File: src/rtl/dop_pkg.sv
// Shared constants and types for the degenerate octree point indexer.
package dop_pkg;

	localparam int MAX_LEVELS = 21;
	localparam int COORD_BITS = 32;
	localparam int FRAC_BITS  = (COORD_BITS > MAX_LEVELS) ? COORD_BITS : MAX_LEVELS;
	localparam int BND_W      = FRAC_BITS + 1;
	localparam int LVL_W      = 5;
	localparam int IDX_W      = 64;

	typedef enum logic [2:0] {
		KIND_RADIAL = 3'b001,
		KIND_UPPER  = 3'b010,
		KIND_FULL   = 3'b100
	} kind_t;

	// One point in flight along the cell chain.
	typedef struct packed {
		logic                  vld;
		logic [LVL_W-1:0]      rem;
		kind_t                 kind;
		logic [FRAC_BITS-1:0]  pr;
		logic [FRAC_BITS-1:0]  pa;
		logic [FRAC_BITS-1:0]  po;
		logic [BND_W-1:0]      rlo;
		logic [BND_W-1:0]      rhi;
		logic [BND_W-1:0]      alo;
		logic [BND_W-1:0]      ahi;
		logic [BND_W-1:0]      olo;
		logic [BND_W-1:0]      ohi;
		logic [IDX_W-1:0]      idx;
	} tok_t;

endpackage

File: src/rtl/dop_cell.sv
// One level of the octree descent: split bounds, append a child code, register.
module dop_cell (
	input  logic          clk,
	input  logic          arst_n,
	input  dop_pkg::tok_t tin,
	output dop_pkg::tok_t tout
);
	import dop_pkg::*;

	tok_t             nxt;
	tok_t             tok_q;
	logic             vld_q;
	logic [BND_W:0]   rsum;
	logic [BND_W:0]   asum;
	logic [BND_W:0]   osum;
	logic [BND_W-1:0] rm;
	logic [BND_W-1:0] am;
	logic [BND_W-1:0] om;
	logic             rup;
	logic             aup;
	logic             oup;
	logic             split_a;
	logic             split_o;
	logic [2:0]       code;

	assign rsum = {1'b0, tin.rlo} + {1'b0, tin.rhi};
	assign asum = {1'b0, tin.alo} + {1'b0, tin.ahi};
	assign osum = {1'b0, tin.olo} + {1'b0, tin.ohi};
	assign rm   = rsum[BND_W:1];
	assign am   = asum[BND_W:1];
	assign om   = osum[BND_W:1];
	// radius strict, angles go high on a tie
	assign rup  = {1'b0, tin.pr} > rm;
	assign aup  = {1'b0, tin.pa} >= am;
	assign oup  = {1'b0, tin.po} >= om;

	always_comb begin
		nxt     = tin;
		split_a = 1'b0;
		split_o = 1'b0;
		unique case (tin.kind)
			KIND_FULL: begin
				split_a = 1'b1;
				split_o = 1'b1;
			end
			KIND_UPPER: begin
				split_a = 1'b1;
				split_o = ~aup;
				if (!aup) begin
					nxt.kind = KIND_FULL;
				end
			end
			KIND_RADIAL: begin
				split_a = rup;
				split_o = rup & ~aup;
				if (rup) begin
					nxt.kind = aup ? KIND_UPPER : KIND_FULL;
				end
			end
			default: begin
				split_a = 1'b0;
				split_o = 1'b0;
			end
		endcase

		code = {~rup, split_a & aup, split_o & oup};

		if (rup) begin
			nxt.rlo = rm;
		end else begin
			nxt.rhi = rm;
		end
		if (split_a) begin
			if (aup) begin
				nxt.alo = am;
			end else begin
				nxt.ahi = am;
			end
		end
		if (split_o) begin
			if (oup) begin
				nxt.olo = om;
			end else begin
				nxt.ohi = om;
			end
		end
		nxt.idx = {tin.idx[IDX_W-4:0], code};
		nxt.rem = tin.rem - LVL_W'(1);

		// level not requested: pass through untouched
		if (tin.rem == '0) begin
			nxt = tin;
		end
	end

	always_ff @(posedge clk or negedge arst_n) begin
		if (!arst_n) begin
			vld_q <= 1'b0;
		end else begin
			vld_q <= tin.vld;
		end
	end

	// payload needs no reset, only the valid flag does
	always_ff @(posedge clk) begin
		tok_q <= nxt;
	end

	always_comb begin
		tout     = tok_q;
		tout.vld = vld_q;
	end

endmodule

File: config.mk
export PLATFORM = sky130hd
export DESIGN_NAME = dop_cell
export DESIGN_NICKNAME = d
export VERILOG_FILES = /design/src/rtl/dop_pkg.sv /design/src/rtl/dop_cell.sv
export SDC_FILE = /design/constraint.sdc
export NUM_CORES = 1
export LEC_CHECK = 0
export CORE_AREA = 2 2 284 286
export DETAILED_ROUTE_END_ITERATION = 16
export DIE_AREA = 0 0 286 288
export DONT_BUFFER_PORTS = 1
export GPL_ROUTABILITY_DRIVEN = 0
export HOLD_SLACK_MARGIN = 0.03
export PLACE_DENSITY_LB_ADDON = 0.1
export SYNTH_ARGS = -nofsm -noshare
export SYNTH_HDL_FRONTEND = slang
export SYNTH_SLANG_ARGS = --single-unit
File: constraint.sdc
create_clock -name clk -period 0.8 [get_ports clk]
set_clock_uncertainty 0.2 [all_clocks]
set_input_delay 0.04 -clock clk [delete_from_list [all_inputs] [get_ports clk]]
set_output_delay 0.04 -clock clk [all_outputs]
set_load 0.1 [all_outputs]
==> results of run 1 <==
==> timing repair <==
| item | in CTS | in global routing |
|---|---|---|
| endpoints found under the setup margin | 636 | 640 |
| gates cloned | 18 | 22 |
| gates resized for setup | 175 | 379 |
| buffers inserted | 50 | 45 |
| hold endpoints to repair | 368 | 346 |
| hold buffers | 229 | 32 |
| pin swaps | 62 | 120 |
==> cell usage after synthesis, types with 6 or more instances <==
master,instances
o21bai_1,14
nand2_1,305
mux2_4,27
a21oi_1,108
a211oi_1,15
ha_1,193
xnor2_1,57
a31oi_1,11
and4_1,9
o211ai_1,9
nor3_1,24
a21o_1,67
xor2_1,25
nand3_1,26
inv_1,115
nor2b_1,12
a2111oi_0,7
clkbuf_1,38
buf_6,6
dfxtp_1,366
and3_1,20
nand4_1,22
o311ai_0,6
nor4_1,6
nand2b_1,17
o21ai_0,110
and2_1,8
buf_4,8
a31o_2,8
nor2_1,69
o31ai_1,13
o21a_1,11
mux2_2,112
==> through the flow <==
step	instances	util	setup slack (ps)	hold slack (ps)	TNS [ps]
6_report	3865	0.4065	-3693	-648.9	-992740
5_1_grt	3864	0.4065	-3865	-676.4	-1052480
4_1_cts	3779	0.3803	-3643	-684.5	-1018260
3_5_place_dp	3400	0.3121	-4652	-455.4	-979310
3_3_place_gp	3400	0.3121	-4697	-455.4	-976670
2_1_floorplan	1931	-	-3987	-455.6	-799980
==> worst max-delay path, cell delays in order <==
cell and delay (ps):
ha_4 230, a21o_1 160, a21o_1 160, a221o_1 380, a2111oi_4 300, o311ai_2 140, o31a_1 330, buf_4 170
xnor2_2 160, ha_1 310, buf_4 100, nand4_1 200, a311oi_2 300, o211a_1 250, o211a_4 220, a31oi_4 110
buf_6 150, buf_6 110, buf_6 100, nor2_4 220, buf_12 170, buf_16 130, mux2_4 290
==> registers in the layout, indices dropped and copies added (netlist names) <==
name	flops
vld_q	1
tout	366
==> power groups by stage <==
stage / Combinational [mW] / Sequential (mW) / Clock, mW
final: 24.8 / 39.6 / 20.4
after global routing: 26.8 / 39.8 / 21.8
after CTS: 22.1 / 39.7 / 21.1
after detailed placement: 18.0 / 40.0 / 0
after global placement: 17.8 / 40.1 / 0
after floorplan: 9.45 / 40.1 / 0
==> area by class of cell <==
| type | count | area share |
|---|---|---|
| antenna | 1 | 0.00007730 |
| clock buffer | 54 | 0.03714 |
| clock inverter | 30 | 0.008155 |
| inverter | 115 | 0.01411 |
| multi-input combinational | 1393 | 0.3727 |
| sequential | 367 | 0.2680 |
| tap | 1060 | 0.04097 |
| timing repair buffer | 845 | 0.2588 |
==> cells by family after synthesis <==
family,count (synthesis),synth area share
multiplexers,142,0.09312
buffers and inverters,173,0.03990
AO/OA/AOI/OAI,429,0.1534
XOR/XNOR,82,0.03942
AND/OR/NAND/NOR,542,0.1348
adder cells (fa/ha/maj),196,0.1358
flip-flops,367,0.4035
==> metal layers <==
metal,GRT usage,vias to the layer above
met3,0.04105,123
met5,0,-
met2,0.3481,509
li1,-,8527
met4,0.04293,6
met1,0.2175,8459
==> cell usage in the layout (no fill, tap or decap), types with 13 or more instances in the layout <==
| cell type | netlist | final |
|---|---|---|
| clkbuf_16 | 0 | 61 |
| dfxtp_4 | 0 | 346 |
| nand4_1 | 22 | 22 |
| o21bai_1 | 14 | 13 |
| ha_1 | 193 | 165 |
| a21oi_2 | 0 | 15 |
| ha_4 | 0 | 25 |
| nand2_1 | 305 | 225 |
| o21ai_0 | 110 | 45 |
| nor3_1 | 24 | 19 |
| dlygate4sd3_1 | 0 | 256 |
| o21ai_1 | 2 | 38 |
| o21ai_2 | 0 | 27 |
| nand2_2 | 0 | 53 |
| mux2_4 | 27 | 127 |
| nand2_4 | 0 | 25 |
| xnor2_1 | 57 | 50 |
| inv_1 | 115 | 109 |
| dfxtp_2 | 0 | 20 |
| a21o_1 | 67 | 67 |
| buf_12 | 0 | 58 |
| buf_4 | 8 | 466 |
| buf_6 | 6 | 27 |
| nand3_1 | 26 | 23 |
| nor2_1 | 69 | 64 |
| nand2b_1 | 17 | 16 |
| xor2_1 | 25 | 25 |
| and3_1 | 20 | 18 |
| a21oi_1 | 108 | 91 |
==> path summary, 6_finish.rpt <==
| check | slack (ps) | depth (start not counted) | to | start |
|---|---|---|---|---|
| max in group asynchronous | 230 | 2 | vld_q | arst_n |
| max | -3690 | 23 | tout[157] | tin[241] |
| min in group asynchronous | 50 | 2 | vld_q | arst_n |
| min | -650 | 2 | tout[250] | tin[250] |
==> flow_summary_export.csv, run 1 <==
group,metric,value,unit
detailed_routing,wire_per_inst,22.29,µm
placed_design,portBuffers,0,
placed_design,dp_hpwl,62990,µm
logic_synthesis,synth_fp_nets,2496,
final_layout,nNetsFinal,3332,
run,drv_cap,0,
global_route,grt_max_degree,69,
critical_path,crit_path_end_kind,"register",
logic_synthesis,syn_area_per_cell,9.436,µm²
clock_network,htree_num_levels,2,
detailed_routing,dr_wl_met2,44490,µm
logic_synthesis,yosys-top-cells-area,"dfxtp_1 (40%), ha_1 (13%), mux2_2 (6.9%), nand2_1 (6.3%), o21ai_0 (3.0%)",
critical_path,arrival,4750,ps
logic_synthesis,synth_cell_type_count,75,
logic_synthesis,syn_inst,1931,
detailed_routing,firstDrtPassIters,5,
timing,max_slew_margin,0.4343,
status,violations,"negative hold slack, negative setup slack",
logic_synthesis,synth_edf_count,0,
power_and_ir_drop,power_density,2619,nW/µm²
global_route,antenna_found_initial,5,
power_and_ir_drop,clockPowerShare,0.240,
timing,finalHoldViolCount,299,
clock_network,cts-root-buf,"clkbuf_16",
timing,period_share,5.616,
power_and_ir_drop,p_total,84.77,mW
critical_path,critical_path_peak_fanout,5,
power_and_ir_drop,netSwitchingPower,38.12,mW
clock_network,cts_buffer_depth,3,
power_and_ir_drop,p_leak,14.60,nW
final_layout,syn_to_final_growth,77.67,%
floorplan,core,79640,µm²
logic_synthesis,ys_seq_area_frac,0.4035,
timing,min_period,4493,ps
timing,setup_violations,640,
detailed_routing,dr.max_layer_used,"met5",
timing,max_freq,222.6,MHz
clock_network,cts.clk_slew.worst_paths,60,ps
detailed_routing,drtIter0Drc,612,
global_route,grt.overflow.total,0,
timing,worst_pin_slew,827.1,ps
floorplan,top_level_ports,736,
power_and_ir_drop,internal_power,46.65,mW
timing,layout_setup_ws,-3693,ps
timing,hold_ws,-648.9,ps
critical_path,crit_required,1050,ps
detailed_routing,via_count,17620,
placed_design,dpl-instance-area,24860,µm²
global_route,grt_pass1_wl,116700,µm
detailed_routing,wl_met3,4769,µm
logic_synthesis,yosys.area.top_type,"dfxtp_1",
power_and_ir_drop,swShare,0.4497,
timing,final_max_slew_viol_count,0,
detailed_routing,ant_nets,0,
final_layout,n_fill_cell,7767,
global_route,grt_pass1_vias,18000,
clock_network,clock-sinks,367,
floorplan,die_area,82370,µm²
final_layout,seqCellArea,8676,µm²
power_and_ir_drop,ir_drop,1.830,mV
clock_network,numCtsBuffers,45,
detailed_routing,drc,0,
logic_synthesis,async_reset_ff_frac,0.002725,
logic_synthesis,synth_ff_type,"dfxtp_1",
critical_path,critical_path_class,"in2reg",
final_layout,multi_input_area,12070,µm²
logic_synthesis,yosys_register_bits,367,
logic_synthesis,yosysTopAreaCellShare,0.4021,
logic_synthesis,synth-warning-count,0,
power_and_ir_drop,p_seq_frac,0.468,
global_route,grt_usage,0.1874,
detailed_routing,drt-met1-wl,34720,µm
final_layout,drive_gt1_frac,0.5075,
timing,rsz0062_at_grt,"yes",
floorplan,initial_core_util,0.2288,
final_layout,final_area,32370,µm²
floorplan,rows,104,
floorplan,die_h,288,µm
detailed_routing,viasPerCell,4.560,
critical_path,start_kind,"primary input",
floorplan,die_w,286,µm
logic_synthesis,synth_area,18220,µm²
clock_network,cts_tree,"yes",
status,status,"complete, but fails checks",
power_and_ir_drop,p_comb_frac,0.292,
worst_hold_path,hold_class,"in2reg",
detailed_routing,route.final.wire_length,86160,µm
Note: power is estimated with default switching activity, not from simulation.
==> inputs of run 2 (changes only) <==
--- a/config.mk
+++ b/config.mk
@@ -5,9 +5,9 @@
 export SDC_FILE = /design/constraint.sdc
 export NUM_CORES = 1
 export LEC_CHECK = 0
-export CORE_AREA = 2 2 284 286
+export CORE_AREA = 2 2 287 289
 export DETAILED_ROUTE_END_ITERATION = 16
-export DIE_AREA = 0 0 286 288
+export DIE_AREA = 0 0 289 291
 export DONT_BUFFER_PORTS = 1
 export GPL_ROUTABILITY_DRIVEN = 0
 export HOLD_SLACK_MARGIN = 0.03
==> flow_summary_export.csv, run 2 (synthesized netlist as in run 1, its figures left out) <==
group,metric,value,unit
final_layout,nNetsFinal,3345,
detailed_routing,route.final.wire_length,85320,µm
timing,fin_tns_setup,-993080,ps
timing,period_share,5.686,
timing,worst_pin_slew,598.4,ps
timing,max_freq,219.9,MHz
final_layout,largest_reg_flops,366,
clock_network,cts_tree,"yes",
power_and_ir_drop,power_density,2636,nW/µm²
status,status,"complete, but fails checks",
detailed_routing,firstDrtPassIters,8,
worst_hold_path,min_to,"tout[204]",
power_and_ir_drop,ir_drop,2.348,mV
run,drv_cap,0,
timing,finalHoldViolCount,282,
detailed_routing,viasPerCell,4.516,
clock_network,htree_num_levels,2,
placed_design,dp_slack,-4537,ps
detailed_routing,wire_per_inst,21.95,µm
final_layout,final_common_cell,"buf_4",
final_layout,syn_to_final_growth,77.50,%
placed_design,portBuffers,0,
detailed_routing,via_count,17550,
placed_design,dp.cells,3426,
worst_hold_path,hp-start,"tin[204]",
detailed_routing,drc,0,
critical_path,critical_path_peak_fanout,6,
global_route,grt_pass1_wl,116700,µm
worst_hold_path,hold_path_depth,2,
timing,rsz0062_at_grt,"yes",
timing,hold_ws,-627.9,ps
critical_path,arrival,4810,ps
clock_network,cts.clk_slew.worst_paths,60,ps
floorplan,core,81190,µm²
final_layout,drive_gt1_frac,0.5032,
final_layout,final_area,32340,µm²
floorplan,die_h,291,µm
clock_network,clock-sinks,367,
critical_path,critical_path_class,"in2reg",
critical_path,critical-path-slowest-cell,"nor4_4",
final_layout,n_fill_cell,7949,
detailed_routing,ant_nets,0,
floorplan,die_w,289,µm
clock_network,cts-root-buf,"clkbuf_16",
floorplan,initial_core_util,0.2244,
worst_hold_path,hold_class,"in2reg",
placed_design,dpl-instance-area,25040,µm²
global_route,grt_pass1_vias,18220,
final_layout,fin_cells,3887,
critical_path,slowest_delay,380,ps
clock_network,numCtsBuffers,45,
timing,min_period,4549,ps
critical_path,crit_top_cell,"buf_4",
detailed_routing,drtIter0Drc,641,
power_and_ir_drop,p_leak,14.63,nW
global_route,grt_max_degree,66,
global_route,antenna_found_initial,9,
floorplan,top_level_ports,736,
global_route,grt_usage,0.1845,
power_and_ir_drop,p_total,85.24,mW
critical_path,crit_chain,"ha_4 -> and4_4 -> nand4_1 -> buf_4 -> buf_6 -> a2111oi_4 -> buf_4 -> o21ai_2 -> nand2_1 -> xor2_1 -> inv_1 -> ha_4 -> nand4_1 -> nor4_4 -> o31ai_2 -> a311oi_2 -> buf_4 -> o211a_1 -> o211a_4 -> a31oi_4 -> a211oi_4 -> buf_4 -> clkbuf_16 -> mux2_2",
critical_path,crit_path_end_kind,"register",
floorplan,die_area,84100,µm²
timing,layout_setup_ws,-3749,ps
global_route,grt.overflow.total,0,
timing,setup_violations,638,
placed_design,dp_hpwl,63710,µm
floorplan,rows,105,
final_layout,fin_util,0.3983,
critical_path,start_kind,"primary input",
final_layout,final_cell_mix,"buf_4 (474), dfxtp_4 (346), dlygate4sd3_1 (266)",
critical_path,cpLargestDelayFamily,"compound AO/OA/AOI/OAI gates",
critical_path,crit_required,1060,ps
timing,max_slew_margin,0.5987,
critical_path,cp_num_buf_inv,7,
status,violations,"negative hold slack, negative setup slack",
clock_network,cts_buffer_depth,3,
timing,final_max_slew_viol_count,0,
## run 2: cell count changes in the layout (fill, tap and decap cells not counted), sizes merged
cell and delta:
dlygate4sd3 +10, bufinv +5, clkinvlp -4, clkbuf -2, diode +2, dlymetal6s4s +1
## run 2: worst max path at each step
stage / cells past startpoint / from / endpoint
6_report: 24 / tin[210] / tout[79]
3_3_place_gp: 23 / tin[141] / tout[114]
4_1_cts: 21 / tin[241] / tout[113]
3_5_place_dp: 23 / tin[141] / tout[114]
5_1_grt: 24 / tin[210] / tout[79]
2_1_floorplan: 21 / tin[197] / tout[101]
## run 2: area by class of cell
type                            count  area [µm²]  share of cell area
Multi-Input combinational cell   1393       11920              0.3684
Sequential cell                   367        8673              0.2682
Timing Repair Buffer              858        8421              0.2604
Tap cell                         1070        1339             0.04140
Clock buffer                       50        1155             0.03571
Inverter                          115       449.2             0.01389
Clock inverter                     31       381.6             0.01180
Antenna cell                        3       7.507           0.0002321
## run 2: power by group
part | internal [mW] | switching (mW)
Combinational | 13.0 | 11.2
Clock | 13.0 | 8.46
Sequential | 21.5 | 18.1
## run 2: timing repair
action | CTS | global route
pin swaps | 35 | 125
hold buffers | 240 | 32
buffers inserted | 37 | 39
gates cloned | 11 | 23
gates resized for setup | 190 | 298
hold endpoints to repair | 368 | 342
setup endpoints to repair | 636 | 638
## run 2: routing by layer
layer  vias up  GRT usage  part of all wire
met1      8329     0.2028              0.39
met3       146    0.04945             0.064
met4        16    0.06487             0.035
li1       8521          -                 -
met5         -          0            0.0011
met2       542     0.3369              0.51
==> inputs of run 3 (changes only) <==
--- a/config.mk
+++ b/config.mk
@@ -12,6 +12,7 @@
 export GPL_ROUTABILITY_DRIVEN = 0
 export HOLD_SLACK_MARGIN = 0.03
 export PLACE_DENSITY_LB_ADDON = 0.1
+export SKIP_LAST_GASP = 1
 export SYNTH_ARGS = -nofsm -noshare
 export SYNTH_HDL_FRONTEND = slang
 export SYNTH_SLANG_ARGS = --single-unit
==> constraint.sdc (replaced) <==
create_clock -name clk -period 4.9 [get_ports clk]
set_clock_uncertainty 0.2 [all_clocks]
set_input_delay 0.245 -clock clk [delete_from_list [all_inputs] [get_ports clk]]
set_output_delay 0.245 -clock clk [all_outputs]
set_load 0.1 [all_outputs]
==> flow_summary_export.csv, run 3 (synthesized netlist as in run 1, its figures left out) <==
group,metric,value,unit
status,status,"complete, no violations",
final_layout,drive_gt1_frac,0.2498,
final_layout,n_fill_cell,8102,
global_route,grt.overflow.total,0,
power_and_ir_drop,p_leak,13.95,nW
final_layout,syn_to_final_growth,67.68,%
run,drv_cap,0,
detailed_routing,ant_nets,0,
timing,max_freq,205.3,MHz
final_layout,nNetsFinal,3403,
clock_network,htree_num_levels,2,
detailed_routing,viasPerCell,4.518,
final_layout,final_cell_mix,"dlygate4sd3_1 (526), dfxtp_1 (366), buf_4 (349)",
floorplan,core,81190,µm²
final_layout,multi_input_area,11160,µm²
placed_design,dp_hpwl,62000,µm
timing,finalHoldViolCount,0,
critical_path,arrival,5150,ps
timing,rsz0062_at_grt,"yes",
global_route,grt_pass1_vias,19020,
floorplan,die_area,84100,µm²
global_route,grt_max_degree,67,
critical_path,crit_required,5180,ps
timing,hold_ws,70.38,ps
critical_path,critical_path_class,"in2reg",
floorplan,top_level_ports,736,
final_layout,final_common_cell,"dlygate4sd3_1",
placed_design,dp_slack,-1180,ps
power_and_ir_drop,internal_power,7.181,mW
clock_network,clock-sinks,367,
floorplan,die_h,291,µm
detailed_routing,drc,0,
power_and_ir_drop,p_comb_frac,0.255,
timing,final_max_slew_viol_count,0,
clock_network,cts.clk_slew.worst_paths,70,ps
power_and_ir_drop,swShare,0.4587,
timing,max_slew_margin,0.2352,
clock_network,numCtsBuffers,44,
final_layout,seqCellArea,7352,µm²
power_and_ir_drop,ir_drop,0.3675,mV
global_route,grt_pass1_wl,119800,µm
floorplan,initial_core_util,0.2244,
placed_design,portBuffers,0,
power_and_ir_drop,power_density,434.2,nW/µm²
detailed_routing,route.final.wire_length,85920,µm
timing,min_period,4872,ps
global_route,grt_usage,0.1901,
detailed_routing,firstDrtPassIters,5,
global_route,antenna_found_initial,9,
detailed_routing,wire_per_inst,21.78,µm
final_layout,fin_util,0.3763,
floorplan,die_w,289,µm
detailed_routing,drtIter0Drc,673,
placed_design,dp.cells,3285,
final_layout,fin_cells,3944,
clock_network,cts_tree,"yes",
clock_network,cts-root-buf,"clkbuf_16",
critical_path,critical_path_peak_fanout,6,
timing,worst_pin_slew,1146,ps
final_layout,largest_reg_flops,366,
critical_path,crit_path_end_kind,"register",
timing,period_share,0.9943,
detailed_routing,via_count,17820,
floorplan,rows,105,
power_and_ir_drop,p_seq_frac,0.489,
critical_path,start_kind,"primary input",
worst_hold_path,hold_class,"in2reg",
timing,layout_setup_ws,27.89,ps
clock_network,cts_buffer_depth,3,
timing,setup_violations,0,
power_and_ir_drop,clockPowerShare,0.256,
power_and_ir_drop,netSwitchingPower,6.086,mW
run 3: final timing paths:
kind,cells past startpoint,end,slack [ps],start
setup / recovery,25,tout[114],30,tin[167]
hold / removal,4,tout[96],70,tin[359]
max in group asynchronous,2,vld_q,4180,arst_n
min in group asynchronous,2,vld_q,220,arst_n
run 3: power groups by stage:
stage	logic, mW	registers [mW]	clock network [mW]
4_1_cts	3.11	6.49	3.52
3_3_place_gp	2.57	6.56	0
2_1_floorplan	1.50	6.41	0
6_report	3.39	6.48	3.40
5_1_grt	3.71	6.51	3.62
3_5_place_dp	2.58	6.54	0
run 3: layout make-up:
type / instances / share of cell area
clock buffers: 52 / 0.03833
clock inverters: 26 / 0.01036
well taps: 1070 / 0.04382
inverters: 115 / 0.01421
repair buffers: 919 / 0.2872
diodes: 4 / 0.0003276
flip-flops and latches: 367 / 0.2406
multi-input cells: 1391 / 0.3651
run 3: timing repair:
item / CTS / global route
setup buffers: 19 / 18
endpoints found under the setup margin: 131 / 141
gates cloned: 4 / 14
gates resized for setup: 55 / 143
pin swaps: 29 / 49
hold buffers: 525 / 2
hold endpoints to repair: 368 / 2
run 3: critical path: stages:
cell and delay [ps]:
ha_4 220, a21o_1 210, a2111oi_4 350, buf_4 170, a21o_1 120, nand2_2 70
a21o_1 190, a21oi_2 180, mux2_4 320, or4_4 520, inv_4 80, ha_4 190
and4_4 150, a221oi_4 360, nor4_2 100, nor3_2 150, buf_4 150, nand2_2 60
and3b_2 250, buf_6 130, nand4bb_4 210, buf_12 170, buf_16 140, buf_8 130
mux2_4 290
run 3: per-layer routing:
layer  wire length, µm  GRT usage
met5                65          0
met4              3384    0.07455
met3              5406    0.04577
met2             42130     0.3349
met1             34930     0.2192
run 3: per-stage QoR:
| stage | TNS, ps | power [mW] | instance area, µm² |
|---|---|---|---|
| 6_report | 0 | 13.27 | 30550 |
| 3_5_place_dp | -150370 | 9.125 | 22200 |
| 2_1_floorplan | -2410 | 7.908 | 18490 |
| 5_1_grt | -10790 | 13.84 | 30550 |
| 3_3_place_gp | -159220 | 9.131 | 22200 |
| 4_1_cts | -166.9 | 13.12 | 29510 |
